[config.mk]
export PLATFORM = sky130hd
export DESIGN_NAME = addressed_packet_deframer_crc
export DESIGN_NICKNAME = d
export VERILOG_FILES = /design/src/hdl/apdc_pkg.sv /design/src/hdl/apdc_ram.sv /design/src/hdl/addressed_packet_deframer_crc.sv
export SDC_FILE = /design/constraint.sdc
export NUM_CORES = 1
export LEC_CHECK = 0
export ABC_AREA = 0
export CAP_MARGIN = 40
export CORE_UTILIZATION = 43
export CTS_CLUSTER_SIZE = 14
export DETAILED_ROUTE_END_ITERATION = 10
export DONT_BUFFER_PORTS = 1
export PLACE_DENSITY = 0.69
export SETUP_SLACK_MARGIN = 0.4
export SYNTH_ARGS = -nofsm -noshare
export SYNTH_HDL_FRONTEND = slang
export SYNTH_SLANG_ARGS = --single-unit
[constraint.sdc]
create_clock -name i_clk -period 4.5 [get_ports i_clk]
set_clock_uncertainty 0.1 [all_clocks]
set_input_delay 0.9 -clock i_clk [delete_from_list [all_inputs] [get_ports i_clk]]
set_output_delay 0.9 -clock i_clk [all_outputs]
set_load 0.05 [all_outputs]
[src/hdl/apdc_pkg.sv]
`default_nettype none
// ----------------------------------------------------------------------------
// apdc_pkg: shared definitions for the addressed packet deframer
// Frame phases, event codes, operation codes, register map and the
// byte-wide CRC-16/XMODEM update.
// ----------------------------------------------------------------------------
package apdc_pkg;

    // Frame parser phases, one-hot.
    typedef enum logic [6:0] {
        PH_NOISE    = 7'b0000001,
        PH_PREAMBLE = 7'b0000010,
        PH_ADDRESS  = 7'b0000100,
        PH_SIZE     = 7'b0001000,
        PH_DATA     = 7'b0010000,
        PH_CRC1     = 7'b0100000,
        PH_CRC2     = 7'b1000000
    } t_phase;

    // Packet events reported with every received byte.
    typedef enum logic [1:0] {
        EV_NONE     = 2'd0,
        EV_COMMIT   = 2'd1,
        EV_CRC_FAIL = 2'd2,
        EV_DROP     = 2'd3
    } t_event;

    // Operation codes carried by each input word.
    localparam logic OP_RX  = 1'b0;
    localparam logic OP_POP = 1'b1;

    // Register map: word index taken from paddr[3:2].
    localparam logic [1:0] REG_OWN_ADDR = 2'd0;

    localparam logic [7:0]  PREAMBLE_BYTE = 8'h00;
    localparam logic [7:0]  SYNC_BYTE     = 8'h55;
    localparam logic [7:0]  BROADCAST     = 8'h00;
    localparam logic [7:0]  SIZE_MASK     = 8'h0F;
    localparam logic [15:0] CRC_POLY      = 16'h1021;
    localparam logic [15:0] CRC_INIT      = 16'h0000;
    localparam logic [15:0] CRC_RESET     = 16'hFFFF;

    // One byte of CRC-16/XMODEM, MSB first, eight shift steps.
    function automatic logic [15:0] crc16_step(input logic [15:0] crc,
                                               input logic [7:0]  data);
        logic [15:0] c;
        c = crc ^ {data, 8'h00};
        for (int i = 0; i < 8; i++) begin
            if (c[15]) begin
                c = {c[14:0], 1'b0} ^ CRC_POLY;
            end else begin
                c = {c[14:0], 1'b0};
            end
        end
        return c;
    endfunction

endpackage
`default_nettype wire

[src/hdl/apdc_ram.sv]
`default_nettype none
// ----------------------------------------------------------------------------
// apdc_ram: generic simple dual-port RAM
// One write port and one read port with registered read data.
// ----------------------------------------------------------------------------
module apdc_ram #(
    parameter int WIDTH  = 8,
    parameter int DEPTH  = 8,
    parameter int ADDR_W = (DEPTH > 1) ? $clog2(DEPTH) : 1
) (
    input  wire logic              i_clk,
    input  wire logic              i_we,
    input  wire logic [ADDR_W-1:0] i_waddr,
    input  wire logic [WIDTH-1:0]  i_wdata,
    input  wire logic              i_re,
    input  wire logic [ADDR_W-1:0] i_raddr,
    output logic      [WIDTH-1:0]  o_rdata
);

    logic [WIDTH-1:0] r_mem [DEPTH];
    logic [WIDTH-1:0] r_rdata;

    always_ff @(posedge i_clk) begin
        if (i_we) begin
            r_mem[i_waddr] <= i_wdata;
        end
        if (i_re) begin
            r_rdata <= r_mem[i_raddr];
        end
    end

    assign o_rdata = r_rdata;

endmodule
`default_nettype wire

[src/hdl/addressed_packet_deframer_crc.sv]
`default_nettype none
// ----------------------------------------------------------------------------
// addressed_packet_deframer_crc: serial packet deframer with CRC commit FIFO
// Finds addressed packets in a byte stream, checks their CRC-16/XMODEM and
// makes the payload of good packets available to pop requests.
// ----------------------------------------------------------------------------
// Usage
//   Input channel (i_valid / o_ready) carries one word per handshake: i_op
//   selects between feeding i_rx_byte to the frame parser and popping one
//   committed payload byte. Every accepted word produces exactly one result
//   word on the output channel (o_valid / i_ready): o_read_valid and
//   o_read_data for pops, o_packet_event for received bytes.
//   The result of a word is registered and shown in the cycle after the word
//   is accepted. Throughput is one word per cycle while results are taken;
//   the whole parse step, including the unrolled eight-step CRC update, sits
//   between the state registers and the result register, and the payload RAM
//   is read at the accept edge so its registered output lines up with the result.
//   When the receiver stalls, the result register holds and o_ready drops
//   until the result is taken; a new word may be accepted in the same cycle
//   the held result leaves.
//   Reset (i_rst_n low at a clock edge) returns the parser to the noise
//   phase, empties the FIFO and clears own_address. The payload RAM is not
//   cleared; only committed entries are ever read. The own_address register
//   sits at APB byte address 0 and should only be written while idle.
// ----------------------------------------------------------------------------
module addressed_packet_deframer_crc import apdc_pkg::*; #(
    parameter int FIFO_DEPTH = 8
) (
    input  wire logic        i_clk,
    input  wire logic        i_rst_n,
    // Input word channel
    input  wire logic        i_valid,
    output logic             o_ready,
    input  wire logic        i_op,
    input  wire logic [7:0]  i_rx_byte,
    // Result word channel
    output logic             o_valid,
    input  wire logic        i_ready,
    output logic             o_read_valid,
    output logic [7:0]       o_read_data,
    output logic [1:0]       o_packet_event,
    // APB-style configuration port
    input  wire logic        psel,
    input  wire logic        penable,
    input  wire logic        pwrite,
    input  wire logic [3:0]  paddr,
    input  wire logic [31:0] pwdata,
    output logic [31:0]      prdata,
    output logic             pready
);

    localparam int AW = (FIFO_DEPTH > 1) ? $clog2(FIFO_DEPTH) : 1;
    localparam logic [AW-1:0] LAST_SLOT = AW'(FIFO_DEPTH - 1);

    // Circular pointer advance; wraps after the last slot even when the
    // depth is not a power of two.
    function automatic logic [AW-1:0] ptr_next(input logic [AW-1:0] p);
        return (p == LAST_SLOT) ? '0 : p + AW'(1);
    endfunction

    // Parser and FIFO state.
    t_phase        r_phase,      n_phase;
    logic [4:0]    r_bytes_left, n_bytes_left;
    logic [15:0]   r_crc,        n_crc;
    logic [AW-1:0] r_rd_ptr,     n_rd_ptr;
    logic [AW-1:0] r_cm_ptr,     n_cm_ptr;
    logic [AW-1:0] r_tn_ptr,     n_tn_ptr;
    logic [7:0]    r_own_addr;

    // Result register.
    logic          r_out_valid,  n_out_valid;
    logic          r_rd_valid,   n_rd_valid;
    t_event        r_event,      n_event;

    logic          accept;
    logic          cfg_write;
    logic [15:0]   crc_next;
    logic          ram_we;
    logic          ram_re;
    logic [7:0]    ram_rdata;

    // The result register is a one-deep output stage: a word is taken
    // whenever it is empty or its content is being taken in this cycle.
    assign o_ready = !r_out_valid || i_ready;
    assign accept  = i_valid && o_ready;

    assign crc_next = crc16_step(r_crc, i_rx_byte);

    always_comb begin
        n_phase      = r_phase;
        n_bytes_left = r_bytes_left;
        n_crc        = r_crc;
        n_rd_ptr     = r_rd_ptr;
        n_cm_ptr     = r_cm_ptr;
        n_tn_ptr     = r_tn_ptr;
        n_rd_valid   = r_rd_valid;
        n_event      = r_event;
        ram_we       = 1'b0;
        ram_re       = 1'b0;

        if (accept) begin
            n_rd_valid = 1'b0;
            n_event    = EV_NONE;
            if (i_op == OP_POP) begin
                // Only committed bytes are visible; an empty FIFO answers
                // with an invalid, zero byte.
                if (r_rd_ptr != r_cm_ptr) begin
                    ram_re     = 1'b1;
                    n_rd_valid = 1'b1;
                    n_rd_ptr   = ptr_next(r_rd_ptr);
                end
            end else begin
                case (r_phase)
                    PH_NOISE: begin
                        if (i_rx_byte == PREAMBLE_BYTE) begin
                            n_phase = PH_PREAMBLE;
                        end
                    end
                    PH_PREAMBLE: begin
                        if (i_rx_byte == SYNC_BYTE) begin
                            n_phase = PH_ADDRESS;
                        end else if (i_rx_byte != PREAMBLE_BYTE) begin
                            n_phase = PH_NOISE;
                        end
                    end
                    PH_ADDRESS: begin
                        // Broadcast on either side, or an exact match.
                        if (i_rx_byte == r_own_addr || r_own_addr == BROADCAST ||
                            i_rx_byte == BROADCAST) begin
                            n_phase = PH_SIZE;
                        end else begin
                            n_phase = PH_NOISE;
                        end
                    end
                    PH_SIZE: begin
                        n_bytes_left = 5'(i_rx_byte & SIZE_MASK) + 5'd1;
                        n_tn_ptr     = r_cm_ptr;
                        n_crc        = CRC_INIT;
                        n_phase      = PH_DATA;
                    end
                    PH_DATA: begin
                        n_crc = crc_next;
                        if (ptr_next(r_tn_ptr) == r_rd_ptr) begin
                            // Would overrun unread bytes: drop the packet,
                            // committed bytes stay in place.
                            n_phase = PH_NOISE;
                            n_event = EV_DROP;
                        end else begin
                            ram_we       = 1'b1;
                            n_tn_ptr     = ptr_next(r_tn_ptr);
                            n_bytes_left = r_bytes_left - 5'd1;
                            if (n_bytes_left == 5'd0) begin
                                n_phase = PH_CRC1;
                            end
                        end
                    end
                    PH_CRC1: begin
                        n_crc   = crc_next;
                        n_phase = PH_CRC2;
                    end
                    PH_CRC2: begin
                        // A zero residue over payload and CRC means good.
                        if (crc_next == 16'h0000) begin
                            n_cm_ptr = r_tn_ptr;
                            n_event  = EV_COMMIT;
                        end else begin
                            n_event  = EV_CRC_FAIL;
                        end
                        n_phase = PH_NOISE;
                    end
                    default: begin
                        n_phase = PH_NOISE;
                    end
                endcase
            end
        end

        if (accept) begin
            n_out_valid = 1'b1;
        end else if (i_ready) begin
            n_out_valid = 1'b0;
        end else begin
            n_out_valid = r_out_valid;
        end
    end

    always_ff @(posedge i_clk) begin
        if (!i_rst_n) begin
            r_phase      <= PH_NOISE;
            r_bytes_left <= 5'd0;
            r_crc        <= CRC_RESET;
            r_rd_ptr     <= '0;
            r_cm_ptr     <= '0;
            r_tn_ptr     <= '0;
            r_out_valid  <= 1'b0;
            r_rd_valid   <= 1'b0;
            r_event      <= EV_NONE;
        end else begin
            r_phase      <= n_phase;
            r_bytes_left <= n_bytes_left;
            r_crc        <= n_crc;
            r_rd_ptr     <= n_rd_ptr;
            r_cm_ptr     <= n_cm_ptr;
            r_tn_ptr     <= n_tn_ptr;
            r_out_valid  <= n_out_valid;
            r_rd_valid   <= n_rd_valid;
            r_event      <= n_event;
        end
    end

    // Payload store. Tentative writes never touch unread committed slots,
    // so a write and a read in the same cycle never collide.
    apdc_ram #(
        .WIDTH (8),
        .DEPTH (FIFO_DEPTH)
    ) u_fifo_ram (
        .i_clk   (i_clk),
        .i_we    (ram_we),
        .i_waddr (r_tn_ptr),
        .i_wdata (i_rx_byte),
        .i_re    (ram_re),
        .i_raddr (r_rd_ptr),
        .o_rdata (ram_rdata)
    );

    // Configuration port. Writes complete in the access phase; the port
    // never inserts wait states.
    assign pready    = 1'b1;
    assign cfg_write = psel && penable && pwrite && pready && (paddr[3:2] == REG_OWN_ADDR);
    assign prdata    = (paddr[3:2] == REG_OWN_ADDR) ? {24'h000000, r_own_addr} : 32'h0;

    always_ff @(posedge i_clk) begin
        if (!i_rst_n) begin
            r_own_addr <= 8'h00;
        end else if (cfg_write) begin
            r_own_addr <= pwdata[7:0];
        end
    end

    // The RAM output holds until the next accepted pop, which cannot happen
    // while a result is waiting, so it is stable for as long as needed.
    assign o_valid        = r_out_valid;
    assign o_read_valid   = r_rd_valid;
    assign o_read_data    = r_rd_valid ? ram_rdata : 8'h00;
    assign o_packet_event = r_event;

endmodule
`default_nettype wire

# After elaboration in Yosys (flattened, before gate mapping)

Memories as Yosys holds them, arrays and structs flattened. A register that Yosys moved wholly into a read port is not among the register bits.
Cells that the tools add are included.

Register bits after elaboration: 49
Latch bits: 0
Memory bits (writable): 64
ROM bits: 0
Input bits: 52
Output and inout bits: 46
Memories kept: 1

Add/sub/neg operators: 4
$mul: 0
Divide/modulo/power cells: 0
$lt $le $gt $ge: 0
Equality and inequality tests: 17
Shift operators: 0
Multiplexer cells: 39
Bitwise operators: 10
Reductions and logical operators: 23

Memory list:

| memory           | depth | bits a word | rd ports | clocked after memory_dff | write ports | line           | RTL |
|---|---|---|---|---|---|---|---|
| u_fifo_ram.r_mem | 8     | 8           | 1        | 1                        | 1           | apdc_ram.sv:20 | `logic [WIDTH-1:0] r_mem [DEPTH];` |

Operators by type and width:

| operator              | count |
|---|---|
| $mux W13              | 8 |
| $pmux W7 S6           | 1 |
| $mux W7               | 5 |
| $pmux W16 S2          | 1 |
| $not A3 Y3            | 8 |
| $logic_not A16 Y1     | 1 |
| $logic_not A8 Y1      | 2 |
| $mux W8               | 2 |
| $xor A16 B16 Y16      | 1 |
| $mux W1               | 11 |
| $pmux W5 S2           | 1 |
| $mux W3               | 3 |
| $eq A8 B7 Y1 const B  | 1 |
| $eq A8 B8 Y1          | 1 |
| $reduce_and A4 Y1     | 2 |
| $reduce_bool A8 Y1    | 1 |
| $eq A7 B1 Y1 const B  | 1 |
| $eq A7 B2 Y1 const B  | 1 |
| $eq A7 B3 Y1 const B  | 1 |
| $eq A7 B4 Y1 const B  | 1 |
| $eq A7 B5 Y1 const B  | 1 |
| $eq A7 B6 Y1 const B  | 1 |
| $eq A7 B7 Y1 const B  | 1 |
| $add A3 B1 Y3 const B | 2 |
| other kinds (22)      | 35 |

# Depth between registers and ports, before layout

Gate-level depths: netlist of the first run.

Depth in word-level cells: 21
Mapped depth: 9

# By module

Synthesis of the first run repeated with hierarchy kept, for this count alone.

Cells, all modules: 474
Area total of the unflattened synthesis: 5931.9 um^2

By module, submodules not included:

| module                        | times used | cells each | area an instance (um^2) | seq. area each (um^2) |
|---|---|---|---|---|
| addressed_packet_deframer_crc | 1          | 360        | 3160.5                  | 980.9 |
| apdc_ram                      | 1          | 114        | 2771.4                  | 2162.1 |

# Least setup slack after synthesis of the first run

OpenSTA, ideal clock, no wires.

Path type: input to register
From: in i_ready
To: mem u_fifo_ram.r_mem[1][0] (enable)
Arrival: 2705 ps
Required time: 4017 ps
Path slack: 1311 ps
Stages: 5
Path buffers: 0
Cells stage by stage: nand2b_1 > nand2_1 > nor2_1 > nand3_1 > nor3_1

Cells in the longest elaborated chain, start to end: 5

RTL lines:

| what                          | line                                 | RTL |
|---|---|---|
| start: declaration            | addressed_packet_deframer_crc.sv:38  | `input wire logic i_ready,` |
| $logic_or A1 B1 Y1            | addressed_packet_deframer_crc.sv:84  | `assign o_ready = !r_out_valid \|\| i_ready;` |
| $logic_and A1 B1 Y1           | addressed_packet_deframer_crc.sv:85  | `assign accept = i_valid && o_ready;` |
| $mux W1                       | addressed_packet_deframer_crc.sv:101 | `if (accept) begin` |
| $mux W1                       | apdc_ram.sv:24                       | `if (i_we) begin` |
| $mux W1 (not written as such) | apdc_ram.sv:25                       | `r_mem[i_waddr] <= i_wdata;` |
| end: declaration              | apdc_ram.sv:20                       |  |

Every way passes these cells.

# Worst setup path in the final report of the first run

From: reg r_tn_ptr[0]
To: mem u_fifo_ram.r_mem[7][7] (enable)

Cells in the longest elaborated chain, start to end: 9

RTL lines:

| what                                          | line                                 | RTL |
|---|---|---|
| start: declaration                            | addressed_packet_deframer_crc.sv:67  | `logic [AW-1:0] r_tn_ptr, n_tn_ptr;` |
| start signal: assignment                      | addressed_packet_deframer_crc.sv:204 | `r_tn_ptr <= n_tn_ptr;` |
| $add A3 B1 Y3 or $eq A3 B3 Y1 (tied branches) | addressed_packet_deframer_crc.sv:58  | `return (p == LAST_SLOT) ? '0 : p + AW'(1);` |
| $mux W3                                       | addressed_packet_deframer_crc.sv:58  |  |
| $eq A3 B3 Y1                                  | addressed_packet_deframer_crc.sv:143 | `if (ptr_next(r_tn_ptr) == r_rd_ptr) begin` |
| $mux W1                                       | addressed_packet_deframer_crc.sv:143 |  |
| $mux W1                                       | addressed_packet_deframer_crc.sv:113 | `case (r_phase)` |
| $mux W1                                       | addressed_packet_deframer_crc.sv:104 | `if (i_op == OP_POP) begin` |
| $mux W1                                       | addressed_packet_deframer_crc.sv:101 |  |
| $mux W1                                       | apdc_ram.sv:24                       |  |
| $mux W1 (not written as such)                 | apdc_ram.sv:25                       |  |

Parallel ways exist; a longest one is shown, timed or not.

==> results.py, run 1 <==
metrics = {
    "outcome": {
        "outcome": "completed",
    },
    "power_and_ir_drop": {
        "cellLeakagePower_nw": 2.501,
        "ir_worst_vdd_v": 0.0002476,
        "power-per-cell-area_nw_per_um2": 396.2,
    },
    "cells_and_area": {
        "synthToLayoutAreaGrowth_pct": 12.79,
        "nets": 549,
        "diodes": 0,
        "layout-drive-gt1-share_pct": 15.57,
        "fin_util_pct": 49.90,
        "final_cells": 677,
    },
    "die": {
        "start_util_pct": 44.24,
        "core_um2": 13240,
        "die_h_um": 118.7,
        "rows": 42,
        "die_x_um": 118.7,
        "top_level_ports": 98,
        "die_area_um2": 14090,
    },
    "global_route": {
        "antenna_found_initial": 0,
        "grt_pass1_vias": 3603,
        "grt_overflow_total": 0,
        "grt_pass1_wl_um": 18880,
        "grt_start_max_net_pins": 22,
        "grt.total_usage_pct": 17.83,
    },
    "worst_setup_path": {
        "crit_family": "simple AND/OR/NAND/NOR gates",
        "r2r_cells": 8,
        "rrSetupSlack_ns": 1.45,
        "critPathKind": "reg2reg",
        "crit_required_ns": 4.52,
        "crit_fanout": 8,
        "critical_path.slowest_cell": "nor2_1",
        "endpoint_kind": "flop",
        "max_stage_delay_ns": 0.49,
        "cp-start-kind": "flop",
        "reg2reg_to": "u_fifo_ram.r_mem[7][7]$_DFFE_PP_",
        "critical_path_arrival_ns": 3.07,
        "cpMostUsedCell": "ha_1",
        "critPathBufInv": 1,
        "path_cells": "ha_1 > ha_1 > or3_1 > nand4_1 > nor2b_1 > nand3_1 > nor2_1 > buf_4",
        "r2r-start": "r_tn_ptr[0]$_SDFFE_PN0P_",
    },
    "logic_synthesis": {
        "syn_inst": 475,
        "yosys-top-cells-area": "edfxtp_1 37%, dfxtp_1 17%, mux4_2 6.2%",
        "synth_top_cell_area_share_pct": 36.91,
        "synth-seq-cells": 121,
        "ys_seq_area_share_pct": 53.65,
        "synth_edf_count": 72,
        "synth.distinct_cells": 56,
        "synth_top_area_cell": "edfxtp_1",
        "syn_avg_cell_area_um2": 12.33,
        "ys.flop_type": "edfxtp_1",
        "ys_warn_count": 0,
        "async_reset_ff_share_pct": 0,
        "synth.cell_area_um2": 5858,
    },
    "detailed_routing": {
        "totalWireLength_um": 11700,
        "viasPerCell": 5.238,
        "drt_first_iter_violations": 334,
        "ant_nets": 0,
        "drtPass1Iterations": 4,
        "drc": 0,
        "vias": 3546,
        "wl_per_cell_um": 17.28,
    },
    "worst_hold_path": {
        "holdPathEnd": "r_crc[5]$_SDFFE_PN1P_",
        "hold_class": "reg2reg",
        "whs_path_depth": 2,
        "worstHoldStart": "r_crc[5]$_SDFFE_PN1P_",
    },
    "sta": {
        "fmax_mhz": 328.0,
        "fin_ws_ns": 1.452,
        "slew_violations": 0,
        "maxSlewHeadroom_pct": 52.22,
        "grt_setup_unrepaired": "no",
        "fin_crit_sh_pct": 67.74,
        "finalSetupTns_ns": 0,
        "setup_viol": 0,
        "fin_crit_ns": 3.048,
        "worst_slew_pin_slew_ns": 0.7157,
        "hold_ws_ns": 0.3866,
        "finalHoldViolCount": 0,
    },
    "clock_tree": {
        "cts_setup_buffers": 0,
        "hold_buffers": 0,
        "cts_root_buffer": "clkbuf_16",
        "clk_latency_ns": 0.40,
        "clock-sinks": 121,
        "cts_tree": "yes",
        "numCtsBuffers": 17,
        "h-tree-depth": 4,
        "clock_path_buffers": 2,
        "ctsResizeCount": 0,
        "clkTransAtPathRegs_ns": 0.06,
    },
    "flow_run": {
        "max_cap_viol_count": 0,
    },
    "place": {
        "dp_hpwl_um": 7924,
        "dp.cells": 645,
        "pre_cts_ws_ns": 1.369,
        "gp_congestion": 0.8137,
        "place.port_buffers": 0,
    },
}
==> how the worst max path moves through the flow <==
stage / from / to / slack (ns) / depth (start not counted)
finish: r_tn_ptr[0]$_SDFFE_PN0P_ / u_fifo_ram.r_mem[7][7]$_DFFE_PP_ / 1.45 / 8
detailed placement: i_rx_byte[0] / r_phase[3]$_SDFFE_PN0P_ / 1.37 / 8
global placement: i_rx_byte[0] / r_phase[2]$_SDFFE_PN0P_ / 1.38 / 8
floorplan: i_ready / u_fifo_ram.r_mem[1][0]$_DFFE_PP_ / 1.31 / 5
CTS: r_tn_ptr[0]$_SDFFE_PN0P_ / u_fifo_ram.r_mem[7][7]$_DFFE_PP_ / 1.43 / 8
global route: r_tn_ptr[0]$_SDFFE_PN0P_ / u_fifo_ram.r_mem[7][3]$_DFFE_PP_ / 1.29 / 8
==> worst reg2reg max path, cell delays in order, from the launching register on <==
cell     delay [ns]
dfxtp_1        0.39
ha_1           0.24
ha_1           0.19
or3_1          0.32
nand4_1        0.10
nor2b_1        0.44
nand3_1        0.24
nor2_1         0.49
buf_4          0.25
==> stage by stage <==
step	instance area (µm²)	total power, mW
5_1_grt	6608	2.705
4_1_cts	6608	2.645
2_1_floorplan	5944	1.320
3_5_place_dp	6018	1.314
3_3_place_gp	5991	1.311
6_report	6608	2.618
==> logic make-up (layout without fill, tap and decap cells) <==
kind of cell | Yosys count | in the layout | share of synthesized area (%)
compound gates | 63 | 63 | 7.134
xor+xnor | 42 | 42 | 8.693
fa+ha+maj | 9 | 9 | 1.922
buf+inv | 51 | 54 | 5.211
flops | 121 | 121 | 53.65
mux | 40 | 40 | 10.42
other cells | 2 | 25 | 0.1282
simple gates | 147 | 147 | 12.84
==> placed cells by master (no fill, tap or decap), types with 5 or more instances in the layout <==
| cell | n |
|---|---|
| o211ai_1 | 16 |
| mux2_2 | 8 |
| conb_1 | 25 |
| xnor2_1 | 19 |
| nand4_1 | 7 |
| edfxtp_1 | 72 |
| a21oi_1 | 16 |
| a211oi_1 | 6 |
| ha_1 | 9 |
| xnor3_1 | 7 |
| clkinv_4 | 5 |
| nor2_1 | 40 |
| clkbuf_16 | 17 |
| nand2b_1 | 7 |
| xor2_1 | 12 |
| nand2_1 | 33 |
| nand3_1 | 7 |
| mux2i_1 | 16 |
| nor3_1 | 11 |
| dfxtp_1 | 49 |
| and2_1 | 16 |
| inv_1 | 7 |
| buf_4 | 14 |
| mux4_2 | 16 |
| o21ai_0 | 9 |
==> layout make-up <==
type	count	area (µm²)
inverters	7	26.28
repair buffers	15	132.6
clock inverters	13	146.4
fillers	1164	6635
clock buffers	19	442.9
multi-input cells	326	2496
flip-flops and latches	121	3143
well taps	176	220.2
==> state kept, by name (all words and copies together) (netlist names) <==
signal and flops:
u_fifo_ram.r_mem 64, r_crc 16, r_own_addr 8, u_fifo_ram.o_rdata 8
r_phase 7, r_bytes_left 5, r_cm_ptr 3, r_rd_ptr 3
r_tn_ptr 3, o_packet_event 2, o_read_valid 1, o_valid 1
==> layer usage <==
layer	global-route usage, %	up-vias	share of wire, %
met2	30.85	87	52
met1	20.76	1724	41
met4	6.725	0	1.1
met3	5.309	8	5.4
li1	-	1727	-
met5	0	-	0
==> synth_stat cells, types with 6 or more instances <==
| cell type | count |
|---|---|
| mux2_2 | 8 |
| edfxtp_1 | 72 |
| a211oi_1 | 6 |
| and2_1 | 16 |
| mux4_2 | 16 |
| buf_4 | 25 |
| ha_1 | 9 |
| nand4_1 | 7 |
| a21oi_1 | 16 |
| nand3_1 | 7 |
| inv_1 | 7 |
| xnor2_1 | 19 |
| o21ai_0 | 9 |
| o211ai_1 | 16 |
| nor2_1 | 40 |
| nand2_1 | 33 |
| dfxtp_1 | 49 |
| nor3_1 | 11 |
| xnor3_1 | 7 |
| xor2_1 | 12 |
| clkbuf_1 | 12 |
| mux2i_1 | 16 |
| nand2b_1 | 7 |
==> power breakdown <==
group | internal, mW | switching, mW | total (mW)
combinational | 0.0329 | 0.0828 | 0.116
sequential | 1.17 | 0.00353 | 1.18
clock | 0.834 | 0.492 | 1.33
total | 2.04 | 0.578 | 2.62
(Power assumes the default switching activity.)
==> run 2, diff against run 1 <==
clock period = 2.84 ns   (was 4.5 ns; I/O delays follow)
==> run 2 against run 1 <==
Setup slack got worse by 1.1 ns. First-iteration DRC count decreased by 5.7%. Global-route usage increased by 1.0 points. Critical endpoint is now r_phase[6]$_SDFFE_PN0P_.
==> results.py, run 2 (synthesis results as in run 1) <==
metrics = {
    "cells_and_area": {
        "most-common-layout-cells": "72 x edfxtp_1, 45 x dfxtp_1, 36 x nor2_1, 33 x nand2_1, 31 x buf_4",
        "largest_register": "u_fifo_ram.r_mem",
        "multiInputGateArea_um2": 2626,
        "finalInstanceArea_um2": 6859,
        "n_fill_cell": 1165,
        "final_common_cell": "edfxtp_1",
        "largest_reg_flops": 64,
        "nets": 570,
        "seqCellArea_um2": 3153,
        "layout-drive-gt1-share_pct": 22.80,
        "fin_util_pct": 51.80,
        "largestRegisters": "u_fifo_ram.r_mem x64, r_crc x16",
        "diodes": 0,
        "final_cells": 698,
        "synthToLayoutAreaGrowth_pct": 17.09,
    },
    "sta": {
        "fmax_mhz": 407.1,
        "worst_slew_pin_slew_ns": 0.7095,
        "maxSlewHeadroom_pct": 52.60,
        "slew_violations": 0,
        "grt_setup_unrepaired": "yes",
        "fin_crit_ns": 2.456,
        "fin_crit_sh_pct": 86.49,
        "setup_viol": 0,
        "finalSetupTns_ns": 0,
        "finalHoldViolCount": 0,
    },
    "worst_setup_path": {
        "crit_fanout": 5,
        "critical_path_arrival_ns": 2.70,
        "endpoint_kind": "flop",
        "critPathKind": "reg2reg",
        "cp-start-kind": "flop",
        "crit_required_ns": 3.08,
        "r2r_cells": 9,
    },
    "place": {
        "dp.cells": 658,
        "place.port_buffers": 0,
        "dp_hpwl_um": 8346,
        "placed_area_um2": 6130,
        "gp_congestion": 0.7924,
    },
    "power_and_ir_drop": {
        "p_total_mw": 3.999,
        "cellLeakagePower_nw": 2.601,
        "ir_worst_vdd_v": 0.0003586,
        "power-per-cell-area_nw_per_um2": 583.1,
    },
    "detailed_routing": {
        "drt_first_iter_violations": 315,
        "wl_per_cell_um": 17.69,
        "drc": 0,
        "drtPass1Iterations": 4,
        "vias": 3778,
        "viasPerCell": 5.413,
        "totalWireLength_um": 12350,
        "ant_nets": 0,
    },
    "clock_tree": {
        "clock_path_buffers": 2,
        "clkTransAtPathRegs_ns": 0.06,
        "numCtsBuffers": 17,
        "cts_root_buffer": "clkbuf_16",
        "cts_tree": "yes",
        "clk_latency_ns": 0.41,
        "h-tree-depth": 4,
        "clock-sinks": 121,
    },
    "global_route": {
        "grt_start_max_net_pins": 25,
        "grt_pass1_wl_um": 20070,
        "grt_pass1_vias": 3919,
        "grt_overflow_total": 0,
        "antenna_found_initial": 0,
        "grt.total_usage_pct": 18.84,
    },
    "flow_run": {
        "max_cap_viol_count": 0,
    },
    "die": {
        "die_x_um": 118.7,
        "rows": 42,
        "top_level_ports": 98,
        "start_util_pct": 44.24,
        "die_area_um2": 14090,
        "core_um2": 13240,
        "die_h_um": 118.7,
    },
    "worst_hold_path": {
        "hold_class": "in2reg",
        "whs_path_depth": 1,
    },
    "outcome": {
        "outcome": "completed",
    },
}
[run 2: final cells by class]
class	instances	area share (%)
flip-flops and latches	121	45.97
multi-input cells	326	38.29
clock buffers	18	6.257
repair buffers	36	4.214
well taps	176	3.211
clock inverters	14	1.569
inverters	7	0.4925
[run 2: critical path: stages, from the launching register on]
cell and delay, ns:
dfxtp_4 0.36, ha_4 0.16, ha_4 0.26, xnor2_1 0.11, nand4_1 0.16, nor2b_4 0.18, buf_4 0.14, a211o_4 0.36
or4_1 0.41, a21oi_1 0.14
[run 2: worst paths after layout]
| check | slack, ns | startpoint | end |
|---|---|---|---|
| min reg2reg | 0.38 | r_phase[1]$_SDFFE_PN0P_ | r_phase[1]$_SDFFE_PN0P_ |
| min | 0.14 | i_rst_n | r_crc[5]$_SDFFE_PN1P_ |
| max | 0.38 | r_tn_ptr[0]$_SDFFE_PN0P_ | r_phase[6]$_SDFFE_PN0P_ |
| max reg2reg | 0.38 | r_tn_ptr[0]$_SDFFE_PN0P_ | r_phase[6]$_SDFFE_PN0P_ |
[run 2: metal layers]
| layer | vias to the layer above | GRT usage, % | wire length, µm |
|---|---|---|---|
| met5 | - | 0 | 0 |
| met4 | 0 | 6.804 | 212 |
| met3 | 15 | 6.033 | 510 |
| met2 | 78 | 32.75 | 6441 |
| met1 | 1917 | 21.65 | 5180 |
| li1 | 1768 | - | - |
[run 2: report_power, final]
part           leakage, nW  switching, mW  internal [mW]
registers             1.04        0.00565           1.86
clock network        0.264          0.762           1.19
logic                 1.29          0.133         0.0557
[run 2: timing repair]
action                     in CTS  in global routing
gates resized for setup         7                 23
hold buffers                    0                  0
buffers inserted                3                  5
pin swaps                       2                  9
setup endpoints to repair      82                 74
[run 2: through the flow]
| step | setup WS (ns) | hold slack (ns) |
|---|---|---|
| 4_1_cts | 0.4002 | 0.1291 |
| 6_report | 0.3838 | 0.1449 |
| 3_5_place_dp | 0.1621 | 0.3758 |
| 2_1_floorplan | 0.3679 | 0.3532 |
| 3_3_place_gp | 0.1831 | 0.3661 |
| 5_1_grt | 0.3148 | 0.1256 |
